==> config.mk <==
export PLATFORM = sky130hd
export DESIGN_NAME = rv64is_muldiv
export DESIGN_NICKNAME = d
export VERILOG_FILES = /design/src/sv/rv64is_pkg.sv /design/src/sv/rv64is_muldiv.sv
export SDC_FILE = /design/constraint.sdc
export NUM_CORES = 2
export LEC_CHECK = 0
export BUFFER_PORTS_ARGS = -buffer_cell sky130_fd_sc_hd__buf_2
export CORE_MARGIN = 10
export CORE_UTILIZATION = 30
export DETAILED_ROUTE_END_ITERATION = 7
export MAX_ROUTING_LAYER = met4
export PLACE_DENSITY = 0.43
export REMOVE_ABC_BUFFERS = 1
export SYNTH_ARGS = -nofsm -noshare
export SYNTH_HDL_FRONTEND = slang
export SYNTH_SLANG_ARGS = --single-unit
==> constraint.sdc <==
create_clock -name i_clk -period 27.3 [get_ports i_clk]
set_clock_uncertainty 0.2 [all_clocks]
set_input_delay 5.46 -clock i_clk [delete_from_list [all_inputs] [get_ports i_clk]]
set_output_delay 5.46 -clock i_clk [all_outputs]
set_load 0.02 [all_outputs]
==> src/sv/rv64is_pkg.sv <==
// Shared opcodes, field codes, exit codes and helper types of the RV64IM step unit.
package rv64is_pkg;

    localparam int IMG_ADDR_W = 16;

    localparam logic [6:0] OP_LUI    = 7'h37;
    localparam logic [6:0] OP_AUIPC  = 7'h17;
    localparam logic [6:0] OP_JAL    = 7'h6F;
    localparam logic [6:0] OP_JALR   = 7'h67;
    localparam logic [6:0] OP_BRANCH = 7'h63;
    localparam logic [6:0] OP_LOAD   = 7'h03;
    localparam logic [6:0] OP_STORE  = 7'h23;
    localparam logic [6:0] OP_IMM    = 7'h13;
    localparam logic [6:0] OP_REG    = 7'h33;
    localparam logic [6:0] OP_FENCE  = 7'h0F;
    localparam logic [6:0] OP_SYSTEM = 7'h73;
    localparam logic [6:0] OP_IMM32  = 7'h1B;
    localparam logic [6:0] OP_REG32  = 7'h3B;

    localparam logic [6:0] F7_BASE   = 7'h00;
    localparam logic [6:0] F7_ALT    = 7'h20;
    localparam logic [6:0] F7_MULDIV = 7'h01;
    localparam logic [5:0] F6_ALT    = 6'h10;

    localparam logic [2:0] F3_MUL    = 3'd0;
    localparam logic [2:0] F3_MULH   = 3'd1;
    localparam logic [2:0] F3_MULHSU = 3'd2;
    localparam logic [2:0] F3_MULHU  = 3'd3;
    localparam logic [2:0] F3_DIV    = 3'd4;
    localparam logic [2:0] F3_REM    = 3'd6;

    typedef enum logic [1:0] {
        EXIT_RUN     = 2'd0,
        EXIT_ECALL   = 2'd1,
        EXIT_EBREAK  = 2'd2,
        EXIT_ILLEGAL = 2'd3
    } t_exit;

    // multiply/divide command: funct3 and the 32-bit (W) form
    typedef struct packed {
        logic [2:0] f3;
        logic       word;
    } t_md_cmd;

    function automatic logic [63:0] sext32(input logic [31:0] v);
        return {{32{v[31]}}, v};
    endfunction

endpackage

==> src/sv/rv64is_muldiv.sv <==
// Iterative radix-2 multiply and restoring divide unit for the M extension.
module rv64is_muldiv (
    input  logic                 i_clk,
    input  logic                 i_rst_n,
    input  logic                 i_start,
    input  rv64is_pkg::t_md_cmd  i_cmd,
    input  logic [63:0]          i_a,
    input  logic [63:0]          i_b,
    output logic                 o_done,
    output logic [63:0]          o_result
);

    typedef enum logic [1:0] {M_IDLE, M_RUN, M_FIN} t_mstate;

    t_mstate             r_state;
    rv64is_pkg::t_md_cmd r_cmd;
    logic [63:0]         r_hi, r_lo, r_mcand, r_corr, r_a_orig;
    logic                r_bz, r_neg_q, r_neg_r;
    logic [5:0]          r_cnt;
    logic                r_done;
    logic [63:0]         r_result;

    logic        s_is_div, s_sgn, s_na, s_nb;
    logic [63:0] s_aval, s_bval, s_ma, s_mb, s_corr;
    logic [64:0] s_msum, s_rem_sh, s_diff;
    logic [63:0] s_q, s_r, s_res;

    // operand setup
    always_comb begin
        s_is_div = i_cmd.f3[2];
        s_sgn    = s_is_div && !i_cmd.f3[0];
        if (i_cmd.word) begin
            s_aval = s_sgn ? rv64is_pkg::sext32(i_a[31:0]) : {32'd0, i_a[31:0]};
            s_bval = s_sgn ? rv64is_pkg::sext32(i_b[31:0]) : {32'd0, i_b[31:0]};
        end else begin
            s_aval = i_a;
            s_bval = i_b;
        end
        s_na = s_sgn && s_aval[63];
        s_nb = s_sgn && s_bval[63];
        s_ma = s_na ? (64'd0 - s_aval) : s_aval;
        s_mb = s_nb ? (64'd0 - s_bval) : s_bval;
        case (i_cmd.f3)
            rv64is_pkg::F3_MULH:   s_corr = (i_a[63] ? i_b : 64'd0) + (i_b[63] ? i_a : 64'd0);
            rv64is_pkg::F3_MULHSU: s_corr = i_a[63] ? i_b : 64'd0;
            default:               s_corr = 64'd0;
        endcase
    end

    // one iteration step
    always_comb begin
        s_msum   = {1'b0, r_hi} + (r_lo[0] ? {1'b0, r_mcand} : 65'd0);
        s_rem_sh = {r_hi, r_lo[63]};
        s_diff   = s_rem_sh - {1'b0, r_mcand};
    end

    // final selection
    always_comb begin
        s_q = r_neg_q ? (64'd0 - r_lo) : r_lo;
        s_r = r_neg_r ? (64'd0 - r_hi) : r_hi;
        if (r_cmd.f3[2]) begin
            if (r_bz) begin
                s_res = r_cmd.f3[1] ? r_a_orig : '1;
            end else begin
                s_res = r_cmd.f3[1] ? s_r : s_q;
            end
        end else begin
            case (r_cmd.f3)
                rv64is_pkg::F3_MUL:   s_res = r_lo;
                rv64is_pkg::F3_MULHU: s_res = r_hi;
                default:              s_res = r_hi - r_corr;
            endcase
        end
        if (r_cmd.word) begin
            s_res = rv64is_pkg::sext32(s_res[31:0]);
        end
    end

    always_ff @(posedge i_clk) begin
        if (!i_rst_n) begin
            r_state <= M_IDLE;
            r_done  <= 1'b0;
        end else begin
            r_done <= 1'b0;
            unique case (r_state)
                M_IDLE: begin
                    if (i_start) begin
                        r_cmd    <= i_cmd;
                        r_hi     <= 64'd0;
                        r_cnt    <= 6'd63;
                        r_corr   <= s_corr;
                        r_a_orig <= s_aval;
                        r_bz     <= (s_bval == 64'd0);
                        r_neg_q  <= s_na ^ s_nb;
                        r_neg_r  <= s_na;
                        r_lo     <= s_is_div ? s_ma : s_aval;
                        r_mcand  <= s_is_div ? s_mb : s_bval;
                        r_state  <= M_RUN;
                    end
                end
                M_RUN: begin
                    if (r_cmd.f3[2]) begin
                        r_hi <= !s_diff[64] ? s_diff[63:0] : s_rem_sh[63:0];
                        r_lo <= {r_lo[62:0], !s_diff[64]};
                    end else begin
                        r_hi <= s_msum[64:1];
                        r_lo <= {s_msum[0], r_lo[63:1]};
                    end
                    r_cnt <= r_cnt - 6'd1;
                    if (r_cnt == 6'd0) begin
                        r_state <= M_FIN;
                    end
                end
                M_FIN: begin
                    r_result <= s_res;
                    r_done   <= 1'b1;
                    r_state  <= M_IDLE;
                end
                default: r_state <= M_IDLE;
            endcase
        end
    end

    assign o_done   = r_done;
    assign o_result = r_result;

    a_start_idle: assert property (@(posedge i_clk) disable iff (!i_rst_n)
        i_start |-> r_state == M_IDLE)
        else $error("muldiv started while busy");

    a_done_pulse: assert property (@(posedge i_clk) disable iff (!i_rst_n)
        r_done |-> r_state == M_IDLE && $past(r_state) == M_FIN)
        else $error("muldiv done outside finish");

endmodule

; ---- Word-level counts from Yosys, hierarchy flattened
; Cells that the tools add are included.
[totals]
reg_bits = 400
in_bits = 135
out_inout_bits = 65
wordCells = 78
[op_classes]
add_sub_neg = 9
n_eq_ne = 7
muxes = 33
n_bitwise = 1
reduce_logical = 14
[ops]
columns = cell, n
row1 = 2-to-1 mux 64 bit, 23
row2 = case mux 64 bit (2 select lines), 4
row3 = "subtractor 1 x 64 -> 64 bit, first input constant", 4
row4 = adder 64 x 64 -> 65 bit, 1
row5 = subtractor 65 x 64 -> 65 bit, 1
row6 = adder 64 bit, 1
row7 = zero test 64 bit, 1
row8 = subtractor 64 bit, 1
row9 = case mux 6 bit (2 select lines), 1
row10 = "equality test 3 x 2 -> 1 bit, second input constant", 2
row11 = zero test 6 bit, 1
row12 = 2-to-1 mux 6 bit, 1
row13 = AND reduction 3 bit, 2
row14 = "subtractor 6 x 1 -> 6 bit, second input constant", 1
row15 = 2-to-1 mux 2 bit, 2
row16 = "!= test 2 bit, second input constant", 2
row17 = case mux 2 bit (2 select lines), 1
row18 = AND reduction 2 bit, 2
row19 = "equality test 3 x 1 -> 1 bit, second input constant", 1
row20 = logical AND 1 bit, 3
row21 = zero test 3 bit, 1
row22 = "equality test 2 x 1 -> 1 bit, second input constant", 1
row23 = "equality test 2 bit, second input constant", 1
row24 = zero test 1 bit, 2
row25 = other kinds (4), 4

; ---- Longest topological paths before layout
[logic_depth]
word_depth = 9
mapped_depth = 20
depth_no_buf = 14

; ---- Least setup slack after synthesis
; No wires, ideal clock.
[synth_path]
kind = input to register
from = in i_rst_n
to = reg r_a_orig[0], enable pin
setup_time_ns = 1.041
t_arrival_ns = 19.903
required_ns = 26.059
slack_ns = 6.156
path_stages = 2
n_path_buf = 0
cell_sequence = nand2b_1 -> nor3b_1
[synth_between]
elab_chain_cells = 1
[synth_lines]
columns = item, line_no
row1 = "start, declared", rv64is_muldiv.sv:4  ; input logic i_rst_n,
row2 = AND reduction 3 bit (no line), n/a
row3 = "end signal, assigned", rv64is_muldiv.sv:92  ; r_a_orig <= s_aval;
row4 = "end, declared", rv64is_muldiv.sv:17  ; logic [63:0] r_hi, r_lo, r_mcand, r_corr, r_a_orig;
; Every way passes these cells.
; A chain may end at the register's enable or synchronous reset.

; ---- Worst setup path after layout
[layout_path]
from = in i_a[63]
to = reg r_corr[58] (data pin)
[layout_between]
elab_chain_cells = 3
[layout_lines]
columns = item, line_no
row1 = "start, declared", rv64is_muldiv.sv:7  ; input logic [63:0] i_a,
row2 = 2-to-1 mux 64 bit *, "rv64is_muldiv.sv:44, rv64is_muldiv.sv:45"
row3 = adder 64 bit, rv64is_muldiv.sv:44  ; rv64is_pkg::F3_MULH: s_corr = (i_a[63] ? i_b : 64'd0) + (i_b[63] ? i_a : 64'd0);
row4 = case mux 64 bit (2 select lines) *, rv64is_muldiv.sv:43  ; case (i_cmd.f3)
row5 = via s_corr[58], rv64is_muldiv.sv:24  ; logic [63:0] s_aval, s_bval, s_ma, s_mb, s_corr;
row6 = "end signal, assigned", rv64is_muldiv.sv:91  ; r_corr <= s_corr;
row7 = "end, declared", rv64is_muldiv.sv:17
; The timed path passes the listed nets; every way through them passes the cells marked *.

==> impl_results.md <==
* EDFF count, synth at 397
* CTS tree: yes
* Pwr per Cell Area at 47.0 nW/um2
* Sequential Area at 12,000 um2
* GRT Util Overall at 24.3%
* Fin. max-slew vios at 0
* Max Freq at 96.0 MHz
* Final GP Congestion at 0.922
* Sequential area share after synthesis at 28.1%
* Startpoint Class: input pin
* First-pass GRT wire length at 279,000 um
* DR DRC count at 0
* CP Cell Sequence: buf_2 > buf_4 > clkinv_1 > nor2_1 > ha_1 > inv_1 > fa_1 > o31ai_1 > o211a_1 > a21oi_1 > o21ai_0 > a31oi_2 > a2111o_1 > a21oi_1 > o31ai_1 > a32o_1
* Initial Util at 30.1%
* Max incr delay on CP at 0.67 ns
* Clock slew at reported path FFs at 0.06 ns
* Most frequent cells in the layout: a21oi_1 (475), nor2_1 (472), nand2_1 (412)
* Clock sink count at 400
* VDD IR max at 0.0000469 V
* Cell Area, Synth at 42,600 um2
* Core Box Area at 141,000 um2
* Synth warn at 0
* Ratio of cells with drive above 1 in the final layout at 8.81%
* Reg2reg start: r_lo[0]$_DFFE_PP_
* Placed instance area at 45,200 um2
* DIE AREA at 157,000 um2
* Clock buffer count from CTS at 53
* Unique cell type count in the Yosys netlist at 105
* Final Instance Area at 47,000 um2
* RSZ-0062 raised after global routing: false
* Relative slew margins at 28.0%
* Clock Tree Root: clkbuf_16
* Arr. time, crit path at 10.63 ns
* Row count at 138
* Reg2Reg Depth at 15
* P&R area growth vs syn at 10.4%
* Hold Crit Class: register to register
* Final ANT Viol Nets at 0
* Starting DRT DRC Count at 4,277
* Setup-failing EPs final at 0
* Layout Nets at 5,658
* Max clock buf depth at 3
* Actual slew at the worst max-slew pin at 1.07 ns
* Via count at 41,600
* Post-Synthesis Cells at 5,274
* Critical-path top delay cell: clkinv_1
* Final hold vios at 0
* Leakage at 0.0188 uW
* Vias per Instance at 5.77
* Largest net degree at the start of global routing at 134
* Total congestion overflow at 0
* Vias in the first global route at 39,500
* Max cap viols at 0
* Crit end category: register
* Min cycle time layout at 10.41 ns
* RR Endpoint: r_hi[62]$_SDFFCE_PN0P_
* Worst Path Required at 27.52 ns
* Die width at 397 um
* Post-synthesis register bit count at 400
* Mean post-synth cell area at 8.07 um2
* TritonRoute pass-1 iters at 8
* Synth async-reset ratio at 0%
* Period utilization at 38.1%
* CTS Hold Bufs at 0
* Setup tns final at 0 ns
* Most common cell after layout, fill and taps aside: a21oi_1
* Worst hold start: r_cnt[0]$_SDFFCE_PN1P_
* Hold Path Sink: r_cnt[0]$_SDFFCE_PN1P_
* I/O pin count at 200
* Fillers at 15,200
* Top FF cell, synth: edfxtp_1
* Die height at 397 um
* WL/cell at 27.0 um
* DP HPWL at 155,000 um
* CTS H-tree depth at 2
* R2R setup slack at 21.38 ns
* Critical path fanouts, max at 74
* Critical path type: input pin to register
* Worst Hold Depth at 1
* Clock Latency Late Sink at 0.68 ns
* Drt total wl at 195,000 um
* Multi-input logic area at 28,300 um2
* Status: finished clean
* Initial antenna violation count at 33
* Post-CTS Setup Bufs at 0
* Port Buffer Count at 199
* Resize count post-CTS at 0
## cells by family (layout without fill, tap and decap cells)
family	count (synthesis)	after routing	synth area share, %
multiplexers	164	164	3.96
other	0	10	0
AO/OA/AOI/OAI	1734	1734	26.3
buffers and inverters	615	643	5.56
adder cells (fa/ha/maj)	264	264	7.83
flip-flops	400	400	28.1
AND/OR/NAND/NOR	1650	1650	19.0
XOR/XNOR	447	447	9.19
## metal layers
metal  vias to the layer above  share of wire [%]  GRT usage, %  wire [um]
met5                         -                  0             -          0
met4                         0                3.1          6.79       6030
met3                       262                7.5          3.21      14600
met2                      1644                 41          34.4      80100
met1                     20200                 48          35.5      94000
li1                      19500                  -             -          -
## worst max path at each step
stage | to | cells after the start | slack [ns] | startpoint
detailed placement | r_corr[58]$_DFFE_PP_ | 16 | 16.19 | i_a[63]
global placement | r_corr[58]$_DFFE_PP_ | 16 | 16.19 | i_a[63]
floorplan | r_a_orig[0]$_DFFE_PP_ | 2 | 6.16 | i_rst_n
CTS | r_corr[58]$_DFFE_PP_ | 16 | 16.88 | i_a[63]
finish | r_corr[58]$_DFFE_PP_ | 16 | 16.89 | i_a[63]
global route | r_corr[58]$_DFFE_PP_ | 16 | 16.53 | i_a[63]
## cell type report
type / instances / area share, %
Timing Repair Buffer: 258 / 3.15
Tap cell: 1890 / 5.03
Antenna cell: 10 / 0.0532
Clock buffer: 63 / 2.96
Sequential cell: 400 / 25.5
Multi-Input combinational cell: 4259 / 60.3
Clock inverter: 35 / 0.767
Inverter: 287 / 2.29
## report_power, final
| part | internal [uW] | switching [uW] |
|---|---|---|
| Combinational | 252 | 451 |
| Sequential | 717 | 54.9 |
| Clock | 414 | 321 |
## flip-flops by register name, summed over array words and instances (netlist names)
register and flops:
r_bz 1, r_corr 64, r_hi 64, r_mcand 64
o_result 64, r_cnt 6, r_cmd 4, r_lo 64
o_done 1, r_a_orig 64, r_state 2, r_neg_r 1
r_neg_q 1
## critical path: cells and delay by family
family / cells / cell delay, ns
simple gates: 1 / 0.26
compound gates: 9 / 2.75
buf+inv: 4 / 1.37
fa+ha+maj: 2 / 0.68
## synthesized netlist by cell type, types with 79 or more instances
master / count / area (um2)
xnor2_1: 260 / 2280
xor2_1: 187 / 1640
inv_1: 284 / 1070
o21ai_0: 401 / 2010
and2_1: 130 / 813
mux2i_1: 127 / 1270
nand3_1: 105 / 526
nand2_1: 413 / 1550
nor2_1: 480 / 1800
ha_1: 260 / 3250
clkbuf_1: 271 / 1020
edfxtp_1: 397 / 11900
a21o_1: 178 / 1340
a21oi_1: 477 / 2390
nor3_1: 120 / 601
nand4_1: 79 / 494
## metrics by stage
step                      total power [uW]  std cells  hold WS, ns  setup slack (ns)  util (%)
after floorplan                       1230       4946        0.291              6.16         -
after global placement                1470       7094        0.376             16.19      32.0
after detailed placement              1470       7094        0.378             16.19      32.0
after CTS                             2220       7192        0.393             16.88      33.3
after global routing                  2310       7197        0.416             16.53      33.3
final                                 2210       7202        0.391             16.89      33.3
Note: power is estimated with default switching activity, not from simulation.
